--- src/rtl/core/cba_pkg.sv ---
// ----------------------------------------------------------------------------
// cba_pkg
// Shared types and constants of the contiguous block allocator: command and
// result codes, controller states, datapath commands and status.
// ----------------------------------------------------------------------------
package cba_pkg;

   // Sizing
   localparam int BLOCKS_DEF     = 64;   // default number of blocks in the map
   localparam int BLOCK_KB_SHIFT = 3;    // 8 KB blocks
   localparam int MAX_RESULTS    = 64;   // cap on listed runs per command
   localparam int OP_W           = 2;
   localparam int ID_W           = 16;
   localparam int SIZE_W         = 16;
   localparam int KIND_W         = 2;
   localparam int BIDX_W         = 6;    // reported block index width
   localparam int NEED_W         = SIZE_W - BLOCK_KB_SHIFT + 1;

   // Request operations
   typedef enum logic [OP_W-1:0] {
      OP_ADD    = 2'd0,
      OP_GET    = 2'd1,
      OP_DELETE = 2'd2,
      OP_DEFRAG = 2'd3
   } op_type;

   // Result kinds
   typedef enum logic [KIND_W-1:0] {
      KIND_ADD = 2'd0,
      KIND_GET = 2'd1,
      KIND_RUN = 2'd2
   } kind_type;

   // Controller states
   typedef enum logic [3:0] {
      ST_CLEAR,
      ST_IDLE,
      ST_DISPATCH,
      ST_ADD_SCAN,
      ST_ADD_FILL,
      ST_GET_SCAN,
      ST_DEL_SCAN,
      ST_CMP_SCAN,
      ST_CMP_ZERO,
      ST_LIST_SCAN,
      ST_LIST_CLOSE,
      ST_LIST_FLUSH,
      ST_REPLY
   } state_type;

   // Datapath commands
   typedef enum logic [3:0] {
      DP_NONE,
      DP_CLEAR_STEP,
      DP_LOAD,
      DP_ADD_STEP,
      DP_FILL_STEP,
      DP_GET_STEP,
      DP_DEL_STEP,
      DP_CMP_STEP,
      DP_ZERO_STEP,
      DP_LIST_STEP,
      DP_LIST_CLOSE,
      DP_LIST_FLUSH,
      DP_REPLY
   } dp_cmd_type;

   // Datapath status towards the controller
   typedef struct packed {
      op_type op;
      logic   idx_last;
      logic   add_bad;
      logic   add_fit;
      logic   fill_last;
      logic   dst_end;
      logic   list_full;
      logic   list_stall;
      logic   run_open;
      logic   close_stall;
      logic   out_free;
   } dp_status_type;

endpackage

--- src/rtl/core/cba_req_if.sv ---
// ----------------------------------------------------------------------------
// cba_req_if
// Request channel: valid/ready handshake carrying one allocator command.
// ----------------------------------------------------------------------------
interface cba_req_if;
   logic                          valid;
   logic                          ready;
   logic [cba_pkg::OP_W-1:0]      operation;
   logic [cba_pkg::ID_W-1:0]      file_id;
   logic [cba_pkg::SIZE_W-1:0]    size_kb;

   modport source (output valid, output operation, output file_id, output size_kb,
                   input ready);
   modport sink   (input valid, input operation, input file_id, input size_kb,
                   output ready);
endinterface

--- src/rtl/core/cba_rsp_if.sv ---
// ----------------------------------------------------------------------------
// cba_rsp_if
// Response channel: valid/ready handshake carrying one allocator result.
// ----------------------------------------------------------------------------
interface cba_rsp_if;
   logic                          valid;
   logic                          ready;
   logic [cba_pkg::KIND_W-1:0]    kind;
   logic                          ok;
   logic [cba_pkg::ID_W-1:0]      run_id;
   logic [cba_pkg::BIDX_W-1:0]    first_block;
   logic [cba_pkg::BIDX_W-1:0]    last_block;
   logic                          last;

   modport source (output valid, output kind, output ok, output run_id,
                   output first_block, output last_block, output last,
                   input ready);
   modport sink   (input valid, input kind, input ok, input run_id,
                   input first_block, input last_block, input last,
                   output ready);
endinterface

--- src/rtl/core/contiguous_block_allocator_core.sv ---
// ----------------------------------------------------------------------------
// contiguous_block_allocator_core
// First-fit allocator of contiguous 8 KB blocks with compaction and run
// listing, built as a controller state machine and a map datapath.
// ----------------------------------------------------------------------------
// The block map lives in a single-port-write memory that is read one entry a
// cycle; get, delete and defragment scan all BLOCKS entries, an add scan stops
// at the first fit. After reset a clearing pass over all BLOCKS entries runs
// before the first request is taken. Add scans for a free run, then claims its
// blocks one by one, and is refused without a scan when the size or id is bad;
// get makes one scan pass. Delete makes a free pass, then a listing pass;
// defragment makes a pack pass, a clearing of the vacated top and a listing
// pass. Each listed run is one transaction on the response channel, the final
// one flagged last; a stalled response channel holds the listing pass and the
// final answer. Requests are taken one at a time, and a new one may be
// accepted while the previous final response still waits in the output
// register.
// ----------------------------------------------------------------------------
module contiguous_block_allocator_core #(
   parameter int BLOCKS = cba_pkg::BLOCKS_DEF
) (
   input  logic       clock,
   input  logic       reset,
   cba_req_if.sink    req_chan,
   cba_rsp_if.source  rsp_chan
);

   cba_pkg::dp_cmd_type    cmd;
   cba_pkg::dp_status_type status;

   // Sequencing
   cba_ctrl u_ctrl (
      .clock     (clock),
      .reset     (reset),
      .req_valid (req_chan.valid),
      .req_ready (req_chan.ready),
      .status    (status),
      .cmd       (cmd)
   );

   // Map, scan logic and response register
   cba_datapath #(
      .BLOCKS (BLOCKS)
   ) u_datapath (
      .clock           (clock),
      .reset           (reset),
      .cmd             (cmd),
      .status          (status),
      .req_operation   (req_chan.operation),
      .req_file_id     (req_chan.file_id),
      .req_size_kb     (req_chan.size_kb),
      .rsp_valid       (rsp_chan.valid),
      .rsp_ready       (rsp_chan.ready),
      .rsp_kind        (rsp_chan.kind),
      .rsp_ok          (rsp_chan.ok),
      .rsp_run_id      (rsp_chan.run_id),
      .rsp_first_block (rsp_chan.first_block),
      .rsp_last_block  (rsp_chan.last_block),
      .rsp_last        (rsp_chan.last)
   );

endmodule

--- src/rtl/core/cba_ctrl.sv ---
// ----------------------------------------------------------------------------
// cba_ctrl
// Allocator controller: sequences the clearing pass, the per-command scans
// over the block map and the result hand-off, issuing datapath commands.
// ----------------------------------------------------------------------------
module cba_ctrl (
   input  logic                   clock,
   input  logic                   reset,
   input  logic                   req_valid,
   output logic                   req_ready,
   input  cba_pkg::dp_status_type status,
   output cba_pkg::dp_cmd_type    cmd
);

   cba_pkg::state_type state_ff;
   cba_pkg::state_type state_in;

   // State register; start with the clearing pass
   always_ff @(posedge clock) begin
      if (reset) begin
         state_ff <= cba_pkg::ST_CLEAR;
      end else begin
         state_ff <= state_in;
      end
   end

   // Next state
   always_comb begin
      state_in = state_ff;
      unique case (state_ff)
         cba_pkg::ST_CLEAR: begin
            if (status.idx_last) state_in = cba_pkg::ST_IDLE;
         end
         cba_pkg::ST_IDLE: begin
            if (req_valid) state_in = cba_pkg::ST_DISPATCH;
         end
         cba_pkg::ST_DISPATCH: begin
            unique case (status.op)
               cba_pkg::OP_ADD: begin
                  state_in = status.add_bad ? cba_pkg::ST_REPLY : cba_pkg::ST_ADD_SCAN;
               end
               cba_pkg::OP_GET:    state_in = cba_pkg::ST_GET_SCAN;
               cba_pkg::OP_DELETE: state_in = cba_pkg::ST_DEL_SCAN;
               cba_pkg::OP_DEFRAG: state_in = cba_pkg::ST_CMP_SCAN;
               default:            state_in = cba_pkg::ST_IDLE;
            endcase
         end
         cba_pkg::ST_ADD_SCAN: begin
            if (status.add_fit) begin
               state_in = cba_pkg::ST_ADD_FILL;
            end else if (status.idx_last) begin
               state_in = cba_pkg::ST_REPLY;
            end
         end
         cba_pkg::ST_ADD_FILL: begin
            if (status.fill_last) state_in = cba_pkg::ST_REPLY;
         end
         cba_pkg::ST_GET_SCAN: begin
            if (status.idx_last) state_in = cba_pkg::ST_REPLY;
         end
         cba_pkg::ST_DEL_SCAN: begin
            if (status.idx_last) state_in = cba_pkg::ST_LIST_SCAN;
         end
         cba_pkg::ST_CMP_SCAN: begin
            if (status.idx_last) state_in = cba_pkg::ST_CMP_ZERO;
         end
         cba_pkg::ST_CMP_ZERO: begin
            if (status.dst_end) state_in = cba_pkg::ST_LIST_SCAN;
         end
         cba_pkg::ST_LIST_SCAN: begin
            if (status.list_full) begin
               state_in = cba_pkg::ST_LIST_CLOSE;
            end else if (!status.list_stall && status.idx_last) begin
               state_in = cba_pkg::ST_LIST_CLOSE;
            end
         end
         cba_pkg::ST_LIST_CLOSE: begin
            if (!status.run_open || !status.close_stall) state_in = cba_pkg::ST_LIST_FLUSH;
         end
         cba_pkg::ST_LIST_FLUSH: begin
            if (status.out_free) state_in = cba_pkg::ST_IDLE;
         end
         cba_pkg::ST_REPLY: begin
            if (status.out_free) state_in = cba_pkg::ST_IDLE;
         end
         default: state_in = cba_pkg::ST_IDLE;
      endcase
   end

   // Outputs: datapath command and request ready
   always_comb begin
      cmd       = cba_pkg::DP_NONE;
      req_ready = 1'b0;
      unique case (state_ff)
         cba_pkg::ST_CLEAR:    cmd = cba_pkg::DP_CLEAR_STEP;
         cba_pkg::ST_IDLE: begin
            req_ready = 1'b1;
            if (req_valid) cmd = cba_pkg::DP_LOAD;
         end
         cba_pkg::ST_DISPATCH: cmd = cba_pkg::DP_NONE;
         cba_pkg::ST_ADD_SCAN: cmd = cba_pkg::DP_ADD_STEP;
         cba_pkg::ST_ADD_FILL: cmd = cba_pkg::DP_FILL_STEP;
         cba_pkg::ST_GET_SCAN: cmd = cba_pkg::DP_GET_STEP;
         cba_pkg::ST_DEL_SCAN: cmd = cba_pkg::DP_DEL_STEP;
         cba_pkg::ST_CMP_SCAN: cmd = cba_pkg::DP_CMP_STEP;
         cba_pkg::ST_CMP_ZERO: begin
            if (!status.dst_end) cmd = cba_pkg::DP_ZERO_STEP;
         end
         cba_pkg::ST_LIST_SCAN: begin
            if (!status.list_full && !status.list_stall) cmd = cba_pkg::DP_LIST_STEP;
         end
         cba_pkg::ST_LIST_CLOSE: begin
            if (status.run_open && !status.close_stall) cmd = cba_pkg::DP_LIST_CLOSE;
         end
         cba_pkg::ST_LIST_FLUSH: begin
            if (status.out_free) cmd = cba_pkg::DP_LIST_FLUSH;
         end
         cba_pkg::ST_REPLY: begin
            if (status.out_free) cmd = cba_pkg::DP_REPLY;
         end
         default: cmd = cba_pkg::DP_NONE;
      endcase
   end

endmodule

--- src/rtl/core/cba_datapath.sv ---
// ----------------------------------------------------------------------------
// cba_datapath
// Allocator datapath: block map memory, scan index and pointers, run
// tracking, a one-deep pending run buffer and the response output register.
// ----------------------------------------------------------------------------
module cba_datapath #(
   parameter int BLOCKS = cba_pkg::BLOCKS_DEF
) (
   input  logic                          clock,
   input  logic                          reset,
   input  cba_pkg::dp_cmd_type           cmd,
   output cba_pkg::dp_status_type        status,
   input  logic [cba_pkg::OP_W-1:0]      req_operation,
   input  logic [cba_pkg::ID_W-1:0]      req_file_id,
   input  logic [cba_pkg::SIZE_W-1:0]    req_size_kb,
   output logic                          rsp_valid,
   input  logic                          rsp_ready,
   output logic [cba_pkg::KIND_W-1:0]    rsp_kind,
   output logic                          rsp_ok,
   output logic [cba_pkg::ID_W-1:0]      rsp_run_id,
   output logic [cba_pkg::BIDX_W-1:0]    rsp_first_block,
   output logic [cba_pkg::BIDX_W-1:0]    rsp_last_block,
   output logic                          rsp_last
);

   localparam int AW  = $clog2(BLOCKS);
   localparam int CW  = $clog2(BLOCKS + 1);
   localparam int NCW = $clog2(cba_pkg::MAX_RESULTS + 1);
   localparam int IW  = cba_pkg::ID_W;
   localparam int NW  = cba_pkg::NEED_W;
   localparam int BW  = cba_pkg::BIDX_W;

   // Block map memory
   logic [IW-1:0] map_mem [BLOCKS];
   logic [IW-1:0] mem_q_ff;
   logic          mem_we;
   logic [AW-1:0] mem_waddr;
   logic [IW-1:0] mem_wdata;

   // Command context
   cba_pkg::op_type op_ff, op_in;
   logic [IW-1:0]   id_ff, id_in;
   logic [NW-1:0]   need_ff, need_in;
   logic            add_bad_ff, add_bad_in;

   // Scan pointers and counters
   logic [AW-1:0]   idx_ff, idx_in;
   logic [CW-1:0]   dst_ff, dst_in;
   logic [CW-1:0]   run_ff, run_in;
   logic [NCW-1:0]  n_ff, n_in;

   // Found range
   logic            found_ff, found_in;
   logic [AW-1:0]   first_ff, first_in;
   logic [AW-1:0]   lastb_ff, lastb_in;

   // Open run and pending run
   logic [IW-1:0]   cur_id_ff, cur_id_in;
   logic [AW-1:0]   cur_start_ff, cur_start_in;
   logic            pend_valid_ff, pend_valid_in;
   logic [IW-1:0]   pend_id_ff, pend_id_in;
   logic [AW-1:0]   pend_first_ff, pend_first_in;
   logic [AW-1:0]   pend_lastb_ff, pend_lastb_in;

   // Output register
   logic              out_valid_ff, out_valid_in;
   cba_pkg::kind_type out_kind_ff, out_kind_in;
   logic              out_ok_ff, out_ok_in;
   logic [IW-1:0]     out_id_ff, out_id_in;
   logic [BW-1:0]     out_first_ff, out_first_in;
   logic [BW-1:0]     out_lastb_ff, out_lastb_in;
   logic              out_last_ff, out_last_in;

   // Derived values
   logic [NW-1:0]   req_need;
   logic            idx_last;
   logic [AW-1:0]   idx_next;
   logic            free;
   logic [CW-1:0]   run_inc;
   logic            add_fit;
   logic [AW-1:0]   fit_start;
   logic            id_hit;
   logic            run_ends;
   logic            out_free;

   // Push into the output register
   logic              push_en;
   cba_pkg::kind_type push_kind;
   logic              push_ok;
   logic [IW-1:0]     push_id;
   logic [AW-1:0]     push_first;
   logic [AW-1:0]     push_lastb;
   logic              push_last;

   // Round the size up to whole blocks
   assign req_need = NW'(req_size_kb >> cba_pkg::BLOCK_KB_SHIFT)
                   + NW'(|req_size_kb[cba_pkg::BLOCK_KB_SHIFT-1:0]);

   assign idx_last  = (idx_ff == AW'(BLOCKS - 1));
   assign idx_next  = idx_last ? '0 : idx_ff + AW'(1);
   assign free      = (mem_q_ff == '0);
   assign run_inc   = run_ff + CW'(1);
   assign add_fit   = free && (NW'(run_inc) == need_ff);
   assign fit_start = AW'(CW'(idx_ff) + CW'(1) - CW'(need_ff));
   assign id_hit    = (id_ff != '0) && (mem_q_ff == id_ff);
   assign run_ends  = (cur_id_ff != '0) && (mem_q_ff != cur_id_ff);
   assign out_free  = !out_valid_ff || rsp_ready;

   // Status towards the controller
   always_comb begin
      status.op          = op_ff;
      status.idx_last    = idx_last;
      status.add_bad     = add_bad_ff;
      status.add_fit     = add_fit;
      status.fill_last   = (dst_ff[AW-1:0] == lastb_ff);
      status.dst_end     = (dst_ff == CW'(BLOCKS));
      status.list_full   = (n_ff == NCW'(cba_pkg::MAX_RESULTS));
      status.list_stall  = run_ends && pend_valid_ff && !out_free;
      status.run_open    = (cur_id_ff != '0) && (n_ff < NCW'(cba_pkg::MAX_RESULTS));
      status.close_stall = pend_valid_ff && !out_free;
      status.out_free    = out_free;
   end

   // Command decode
   always_comb begin
      op_in         = op_ff;
      id_in         = id_ff;
      need_in       = need_ff;
      add_bad_in    = add_bad_ff;
      idx_in        = idx_ff;
      dst_in        = dst_ff;
      run_in        = run_ff;
      n_in          = n_ff;
      found_in      = found_ff;
      first_in      = first_ff;
      lastb_in      = lastb_ff;
      cur_id_in     = cur_id_ff;
      cur_start_in  = cur_start_ff;
      pend_valid_in = pend_valid_ff;
      pend_id_in    = pend_id_ff;
      pend_first_in = pend_first_ff;
      pend_lastb_in = pend_lastb_ff;
      mem_we        = 1'b0;
      mem_waddr     = idx_ff;
      mem_wdata     = '0;
      push_en       = 1'b0;
      push_kind     = cba_pkg::KIND_RUN;
      push_ok       = 1'b1;
      push_id       = pend_id_ff;
      push_first    = pend_first_ff;
      push_lastb    = pend_lastb_ff;
      push_last     = 1'b0;

      unique case (cmd)
         cba_pkg::DP_NONE: begin
         end
         cba_pkg::DP_CLEAR_STEP: begin
            mem_we = 1'b1;
            idx_in = idx_next;
         end
         cba_pkg::DP_LOAD: begin
            op_in         = cba_pkg::op_type'(req_operation);
            id_in         = req_file_id;
            need_in       = req_need;
            add_bad_in    = (req_file_id == '0) || (req_need == '0)
                          || (req_need > NW'(BLOCKS));
            idx_in        = '0;
            dst_in        = '0;
            run_in        = '0;
            n_in          = '0;
            found_in      = 1'b0;
            first_in      = '0;
            lastb_in      = '0;
            cur_id_in     = '0;
            cur_start_in  = '0;
            pend_valid_in = 1'b0;
         end
         cba_pkg::DP_ADD_STEP: begin
            // Count free blocks in a row; the first run reaching need wins
            idx_in = idx_next;
            run_in = free ? run_inc : '0;
            if (add_fit) begin
               found_in = 1'b1;
               first_in = fit_start;
               lastb_in = idx_ff;
               dst_in   = CW'(fit_start);
            end
         end
         cba_pkg::DP_FILL_STEP: begin
            mem_we    = 1'b1;
            mem_waddr = dst_ff[AW-1:0];
            mem_wdata = id_ff;
            dst_in    = dst_ff + CW'(1);
         end
         cba_pkg::DP_GET_STEP: begin
            idx_in = idx_next;
            if (id_hit) begin
               if (!found_ff) first_in = idx_ff;
               found_in = 1'b1;
               lastb_in = idx_ff;
            end
         end
         cba_pkg::DP_DEL_STEP: begin
            idx_in = idx_next;
            mem_we = id_hit;
         end
         cba_pkg::DP_CMP_STEP: begin
            // Move each used block down to the destination pointer
            idx_in = idx_next;
            if (!free) begin
               mem_we    = 1'b1;
               mem_waddr = dst_ff[AW-1:0];
               mem_wdata = mem_q_ff;
               dst_in    = dst_ff + CW'(1);
            end
         end
         cba_pkg::DP_ZERO_STEP: begin
            mem_we    = 1'b1;
            mem_waddr = dst_ff[AW-1:0];
            dst_in    = dst_ff + CW'(1);
         end
         cba_pkg::DP_LIST_STEP: begin
            // Close the open run into the pending slot, releasing the old one
            idx_in = idx_next;
            if (run_ends) begin
               push_en       = pend_valid_ff;
               pend_valid_in = 1'b1;
               pend_id_in    = cur_id_ff;
               pend_first_in = cur_start_ff;
               pend_lastb_in = idx_ff - AW'(1);
               n_in          = n_ff + NCW'(1);
            end
            if (mem_q_ff != cur_id_ff) begin
               cur_id_in    = mem_q_ff;
               cur_start_in = idx_ff;
            end
         end
         cba_pkg::DP_LIST_CLOSE: begin
            // Run still open at the top of the map
            push_en       = pend_valid_ff;
            pend_valid_in = 1'b1;
            pend_id_in    = cur_id_ff;
            pend_first_in = cur_start_ff;
            pend_lastb_in = AW'(BLOCKS - 1);
            n_in          = n_ff + NCW'(1);
            cur_id_in     = '0;
         end
         cba_pkg::DP_LIST_FLUSH: begin
            push_en       = 1'b1;
            push_last     = 1'b1;
            pend_valid_in = 1'b0;
            if (!pend_valid_ff) begin
               push_ok    = 1'b0;
               push_id    = '0;
               push_first = '0;
               push_lastb = '0;
            end
         end
         cba_pkg::DP_REPLY: begin
            push_en    = 1'b1;
            push_kind  = (op_ff == cba_pkg::OP_ADD) ? cba_pkg::KIND_ADD : cba_pkg::KIND_GET;
            push_ok    = found_ff;
            push_id    = id_ff;
            push_first = found_ff ? first_ff : '0;
            push_lastb = found_ff ? lastb_ff : '0;
            push_last  = 1'b1;
         end
         default: begin
         end
      endcase
   end

   // Output register: load on push, drop when taken
   always_comb begin
      out_valid_in = out_valid_ff;
      out_kind_in  = out_kind_ff;
      out_ok_in    = out_ok_ff;
      out_id_in    = out_id_ff;
      out_first_in = out_first_ff;
      out_lastb_in = out_lastb_ff;
      out_last_in  = out_last_ff;
      if (rsp_ready) out_valid_in = 1'b0;
      if (push_en) begin
         out_valid_in = 1'b1;
         out_kind_in  = push_kind;
         out_ok_in    = push_ok;
         out_id_in    = push_id;
         out_first_in = BW'(push_first);
         out_lastb_in = BW'(push_lastb);
         out_last_in  = push_last;
      end
   end

   // Map memory: one write port, registered read at the next scan index
   always_ff @(posedge clock) begin
      if (mem_we) begin
         map_mem[mem_waddr] <= mem_wdata;
      end
      mem_q_ff <= map_mem[idx_in];
   end

   // Control registers
   always_ff @(posedge clock) begin
      if (reset) begin
         idx_ff        <= '0;
         pend_valid_ff <= 1'b0;
         out_valid_ff  <= 1'b0;
      end else begin
         idx_ff        <= idx_in;
         pend_valid_ff <= pend_valid_in;
         out_valid_ff  <= out_valid_in;
      end
   end

   // Payload registers
   always_ff @(posedge clock) begin
      op_ff         <= op_in;
      id_ff         <= id_in;
      need_ff       <= need_in;
      add_bad_ff    <= add_bad_in;
      dst_ff        <= dst_in;
      run_ff        <= run_in;
      n_ff          <= n_in;
      found_ff      <= found_in;
      first_ff      <= first_in;
      lastb_ff      <= lastb_in;
      cur_id_ff     <= cur_id_in;
      cur_start_ff  <= cur_start_in;
      pend_id_ff    <= pend_id_in;
      pend_first_ff <= pend_first_in;
      pend_lastb_ff <= pend_lastb_in;
      out_kind_ff   <= out_kind_in;
      out_ok_ff     <= out_ok_in;
      out_id_ff     <= out_id_in;
      out_first_ff  <= out_first_in;
      out_lastb_ff  <= out_lastb_in;
      out_last_ff   <= out_last_in;
   end

   assign rsp_valid       = out_valid_ff;
   assign rsp_kind        = out_kind_ff;
   assign rsp_ok          = out_ok_ff;
   assign rsp_run_id      = out_id_ff;
   assign rsp_first_block = out_first_ff;
   assign rsp_last_block  = out_lastb_ff;
   assign rsp_last        = out_last_ff;

endmodule

--- src/flat_wrapper.sv ---
// flat-port wrapper written by rule: the top's interface ports become plain ports
module contiguous_block_allocator_core_flat 
#(
   parameter int BLOCKS = cba_pkg::BLOCKS_DEF
)
  (clock, reset, req_chan_valid, req_chan_operation, req_chan_file_id, req_chan_size_kb, req_chan_ready, rsp_chan_valid, rsp_chan_kind, rsp_chan_ok, rsp_chan_run_id, rsp_chan_first_block, rsp_chan_last_block, rsp_chan_last, rsp_chan_ready);
  cba_req_if req_chan_i ();
  cba_rsp_if rsp_chan_i ();
  input  logic clock;
  input  logic reset;
  input wire logic [$bits(req_chan_i.valid)-1:0] req_chan_valid;
  input wire logic [$bits(req_chan_i.operation)-1:0] req_chan_operation;
  input wire logic [$bits(req_chan_i.file_id)-1:0] req_chan_file_id;
  input wire logic [$bits(req_chan_i.size_kb)-1:0] req_chan_size_kb;
  output wire logic [$bits(req_chan_i.ready)-1:0] req_chan_ready;
  output wire logic [$bits(rsp_chan_i.valid)-1:0] rsp_chan_valid;
  output wire logic [$bits(rsp_chan_i.kind)-1:0] rsp_chan_kind;
  output wire logic [$bits(rsp_chan_i.ok)-1:0] rsp_chan_ok;
  output wire logic [$bits(rsp_chan_i.run_id)-1:0] rsp_chan_run_id;
  output wire logic [$bits(rsp_chan_i.first_block)-1:0] rsp_chan_first_block;
  output wire logic [$bits(rsp_chan_i.last_block)-1:0] rsp_chan_last_block;
  output wire logic [$bits(rsp_chan_i.last)-1:0] rsp_chan_last;
  input wire logic [$bits(rsp_chan_i.ready)-1:0] rsp_chan_ready;
  assign req_chan_i.valid = req_chan_valid;
  assign req_chan_i.operation = req_chan_operation;
  assign req_chan_i.file_id = req_chan_file_id;
  assign req_chan_i.size_kb = req_chan_size_kb;
  assign req_chan_ready = req_chan_i.ready;
  assign rsp_chan_valid = rsp_chan_i.valid;
  assign rsp_chan_kind = rsp_chan_i.kind;
  assign rsp_chan_ok = rsp_chan_i.ok;
  assign rsp_chan_run_id = rsp_chan_i.run_id;
  assign rsp_chan_first_block = rsp_chan_i.first_block;
  assign rsp_chan_last_block = rsp_chan_i.last_block;
  assign rsp_chan_last = rsp_chan_i.last;
  assign rsp_chan_i.ready = rsp_chan_ready;
  contiguous_block_allocator_core #(.BLOCKS(BLOCKS)) u_core (.clock(clock), .reset(reset), .req_chan(req_chan_i), .rsp_chan(rsp_chan_i));
endmodule
--- config.mk ---
export PLATFORM = sky130hd
export DESIGN_NAME = contiguous_block_allocator_core_flat
export DESIGN_NICKNAME = d
export VERILOG_FILES = /design/src/rtl/core/cba_pkg.sv /design/src/rtl/core/cba_req_if.sv /design/src/rtl/core/cba_rsp_if.sv /design/src/rtl/core/contiguous_block_allocator_core.sv /design/src/rtl/core/cba_ctrl.sv /design/src/rtl/core/cba_datapath.sv /design/src/flat_wrapper.sv
export SDC_FILE = /design/constraint.sdc
export NUM_CORES = 2
export LEC_CHECK = 0
export BUFFER_PORTS_ARGS = -buffer_cell sky130_fd_sc_hd__buf_2
export CORE_MARGIN = 1.5
export CORE_UTILIZATION = 45
export DETAILED_ROUTE_END_ITERATION = 7
export SLEW_MARGIN = 15
export SYNTH_ARGS = -nofsm -noshare
export SYNTH_HDL_FRONTEND = slang
export SYNTH_SLANG_ARGS = --single-unit
export TNS_END_PERCENT = 20
--- constraint.sdc ---
create_clock -name clock -period 5.8 [get_ports clock]
set_clock_uncertainty 0.2 [all_clocks]
set_input_delay 0.58 -clock clock [delete_from_list [all_inputs] [get_ports clock]]
set_output_delay 0.58 -clock clock [all_outputs]
set_load 0.1 [all_outputs]
==> summary.md <==
| Metric | Value |
|---|---|
| Status | `completed` |
| Post-synthesis sequential area ratio | `72.7%` |
| First-pass GRT wire length | `~200,000 µm` |
| Via count | `30,850` |
| Startpoint types | `register` |
| Post-detail-place hpwl | `around 86,000 µm` |
| Type of the most critical hold path | `input port to register` |
| Drt drc | `0` |
| Synth top area share | `71.6%` |
| Vias per cell | `5.95` |
| Syn Std Cell Area | `0.0492 mm²` |
| Final instance area | `0.0560 mm²` |
| Syn Area/Cell | `14.0 µm²` |
| CP Class | `register to register` |
| Chip width | `334 µm` |
| Static Leak | `19.4 nW` |
| Ys Warns | `0` |
| Final Cycle Share | `91.4%` |
| Dpl cell area | `between 0.05 and 0.06 mm²` |
| CP arrival | `5440 ps` |
| Row count | `~120` |
| Slew @ Worst Pin | `1170 ps` |
| MaxCap Viol Count | `0` |
| DRT antenna net count | `0` |
| Pin count of the biggest net entering global routing | `94` |
| Die height | `334 µm` |
| Setup TNS | `0 ps` |
| Hold_sp | `req_chan_size_kb[6]` |
| Initial Utilization | `45.3%` |
| F_max | `between 0.15 and 0.2 GHz` |
| Clk slew on worst S/H paths | `60 ps` |
| # H-tree levels | `3` |
| FF+latch count, synth | `roughly 1,200` |
| Final-report setup violation count | `0` |
| Post-Syn Instances | `3,518` |
| Most frequent cells in the layout | `edfxtp_1 (1,173), nand2_1 (658), a21oi_1 (261)` |
| CP required | `5930 ps` |
| Synth area leaders | `edfxtp_1 (72%), nand2_1 (5.0%), a21oi_1 (2.7%), mux2i_1 (2.0%), a32oi_1 (1.9%)` |
| CTS root buf | `clkbuf_16` |
| PD cells | `459 mW/mm²` |
| CTS Buf Count | `121` |
| 1st-pass router iterations | `5` |
| Asr flop ratio synth | `0%` |
| Mapped Nets | `3,575` |
| Core area | `roughly 0.11 mm²` |
| Worst r2r src | `u_core.u_ctrl.state_ff[1]$_SDFFE_PP0P_` |
| CTS tree | `done` |
| Max Slew Vio Count | `0` |
| Gr ovfl total | `0` |
| Syn-to-layout area delta | `13.9%` |
| Nets | `3,730` |
| Area leader, netlist | `edfxtp_1` |
| Worst setup path startpoint | `u_core.u_ctrl.state_ff[1]$_SDFFE_PP0P_` |
| I/O pin total | `72` |
| CP max FO | `17` |
| Starting DRC count in detailed routing | `between 3,000 and 4,000` |
| Vias in the first global route | `28,997` |
| Clk_lat worst skew | `730 ps` |
| CP Capture Type | `register` |
| Fin crit period | `between 5000 and 6000 ps` |
| Post-CTS sizing | `0` |
| Post-synth EDFFs | `1,173` |
| I/O Buffers | `between 70 and 80` |
| Gr usage total | `24.1%` |
| Unique cell type count in the Yosys netlist | `84` |
| Layout cell share with drive strength beyond 1 | `12.5%` |
| Most common cell after layout, fill and taps aside | `edfxtp_1` |
| Max VDD drop | `about 0.00035 V` |
| Routability Congestion | `0.924` |
| Routed wire per std cell | `26.2 µm` |
| Slew headroom | `a little over a fifth` |
| Clock Path Buffers | `3` |
| Fin. Hold Viols | `0` |
| Layout Utilization | `51.5%` |
| RSZ-0062 raised after global routing | `false` |
| Wirelength, routed | `136,000 µm` |
| Die area | `0.111 mm²` |
| Num Clock Sinks | `1,201` |
| Number of antenna violations at the first check in global routing | `8` |
| Ys flop type | `edfxtp_1` |
report_power, final:
part | total [mW] | switching [mW] | leakage (nW) | internal [mW]
clock network | 7.80 | 3.26 | 1.88 | 4.54
logic | 7.79 | 5.29 | 6.10 | 2.50
registers | 10.1 | 0.250 | 11.4 | 9.88
layer usage:
metal	track usage [%]	vias up	part of all wire (%)
met5	0	-	0.017
met4	8.69	4	3.6
met1	34.6	15561	43
li1	-	13735	-
met3	4.10	261	8.0
met2	36.9	1289	45
flip-flops by register name (all words and copies together), names as in the netlist, 7 cells and up:
| name | cells |
|---|---|
| u_core.u_datapath.run_ff | 7 |
| u_core.u_datapath.need_ff | 14 |
| u_core.u_datapath.id_ff | 16 |
| u_core.u_datapath.map_mem | 1024 |
| u_core.u_datapath.cur_id_ff | 16 |
| u_core.u_datapath.pend_id_ff | 16 |
| u_core.u_datapath.dst_ff | 7 |
| u_core.u_datapath.mem_q_ff | 16 |
| u_core.u_datapath.n_ff | 7 |
| u_core.u_datapath.rsp_run_id | 16 |
repair_timing:
action	4_1_cts	5_1_grt
setup buffers	0	0
hold endpoints to repair	38	0
hold buffers	29	0
per-stage QoR:
stage	total power [mW]	hold slack, ps	std cells	worst slack, ps
global route	26.7	25.5	5185	181
finish	25.7	29.4	5185	498
floorplan	15.1	200	3518	641
CTS	25.8	2.51	5183	639
detailed placement	18.0	205	4934	633
global placement	17.9	204	4934	723
synthesized netlist by cell type, drive strengths merged (48+ instances only):
master and n:
a21oi 263, a22o 59, a22oi 113, a32oi 107, buf 118, clkbuf 116, edfxtp 1173, mux2i 100
nand2 658, nand3 150, nor2 137, xnor2 48
critical path, cell delays in order, from the launching register on:
cell	delay (ps)
dfxtp_1	730
nand2b_1	300
nor4_1	500
and3_4	310
a211oi_2	60
a31oi_1	250
o32a_4	320
or2_1	570
mux2i_1	390
nand2_1	380
nor2_2	890
path summary, 6_finish.rpt:
path | slack [ps] | cells past startpoint | endpoint
worst max-delay path | 500 | 10 | u_core.u_datapath.map_mem[28][12]$_DFFE_PP_
worst min-delay path | 30 | 2 | u_core.u_datapath.need_ff[3]$_DFFE_PP_
worst max register to register | 500 | 10 | u_core.u_datapath.map_mem[28][12]$_DFFE_PP_
worst min register to register | 220 | 0 | u_core.u_datapath.pend_first_ff[2]$_DFFE_PP_
cell type report:
class | instances | area, µm²
diodes | 1 | 2.50
repair buffers | 266 | 2150
fillers | 9056 | 52700
well taps | 1414 | 1770
clock inverters | 64 | 732
clock buffers | 156 | 3200
multi-input cells | 2055 | 12300
inverters | 28 | 105
flip-flops and latches | 1201 | 35800
kinds of logic (layout without fill, tap and decap cells):
family / after synthesis / after routing / share of synthesized area [%]
DFF: 1201 / 1201 / 72.7
and+or+nand+nor: 1125 / 1125 / 10.2
AOI/OAI and AO/OA: 727 / 727 / 10.6
buffers and inverters: 262 / 514 / 2.45
muxes: 101 / 101 / 2.07
xor gates and xnor gates: 83 / 83 / 1.48
adders and majority gates: 19 / 19 / 0.498
other: 0 / 1 / 0
No activity file was read; power rests on OpenSTA's default activity.
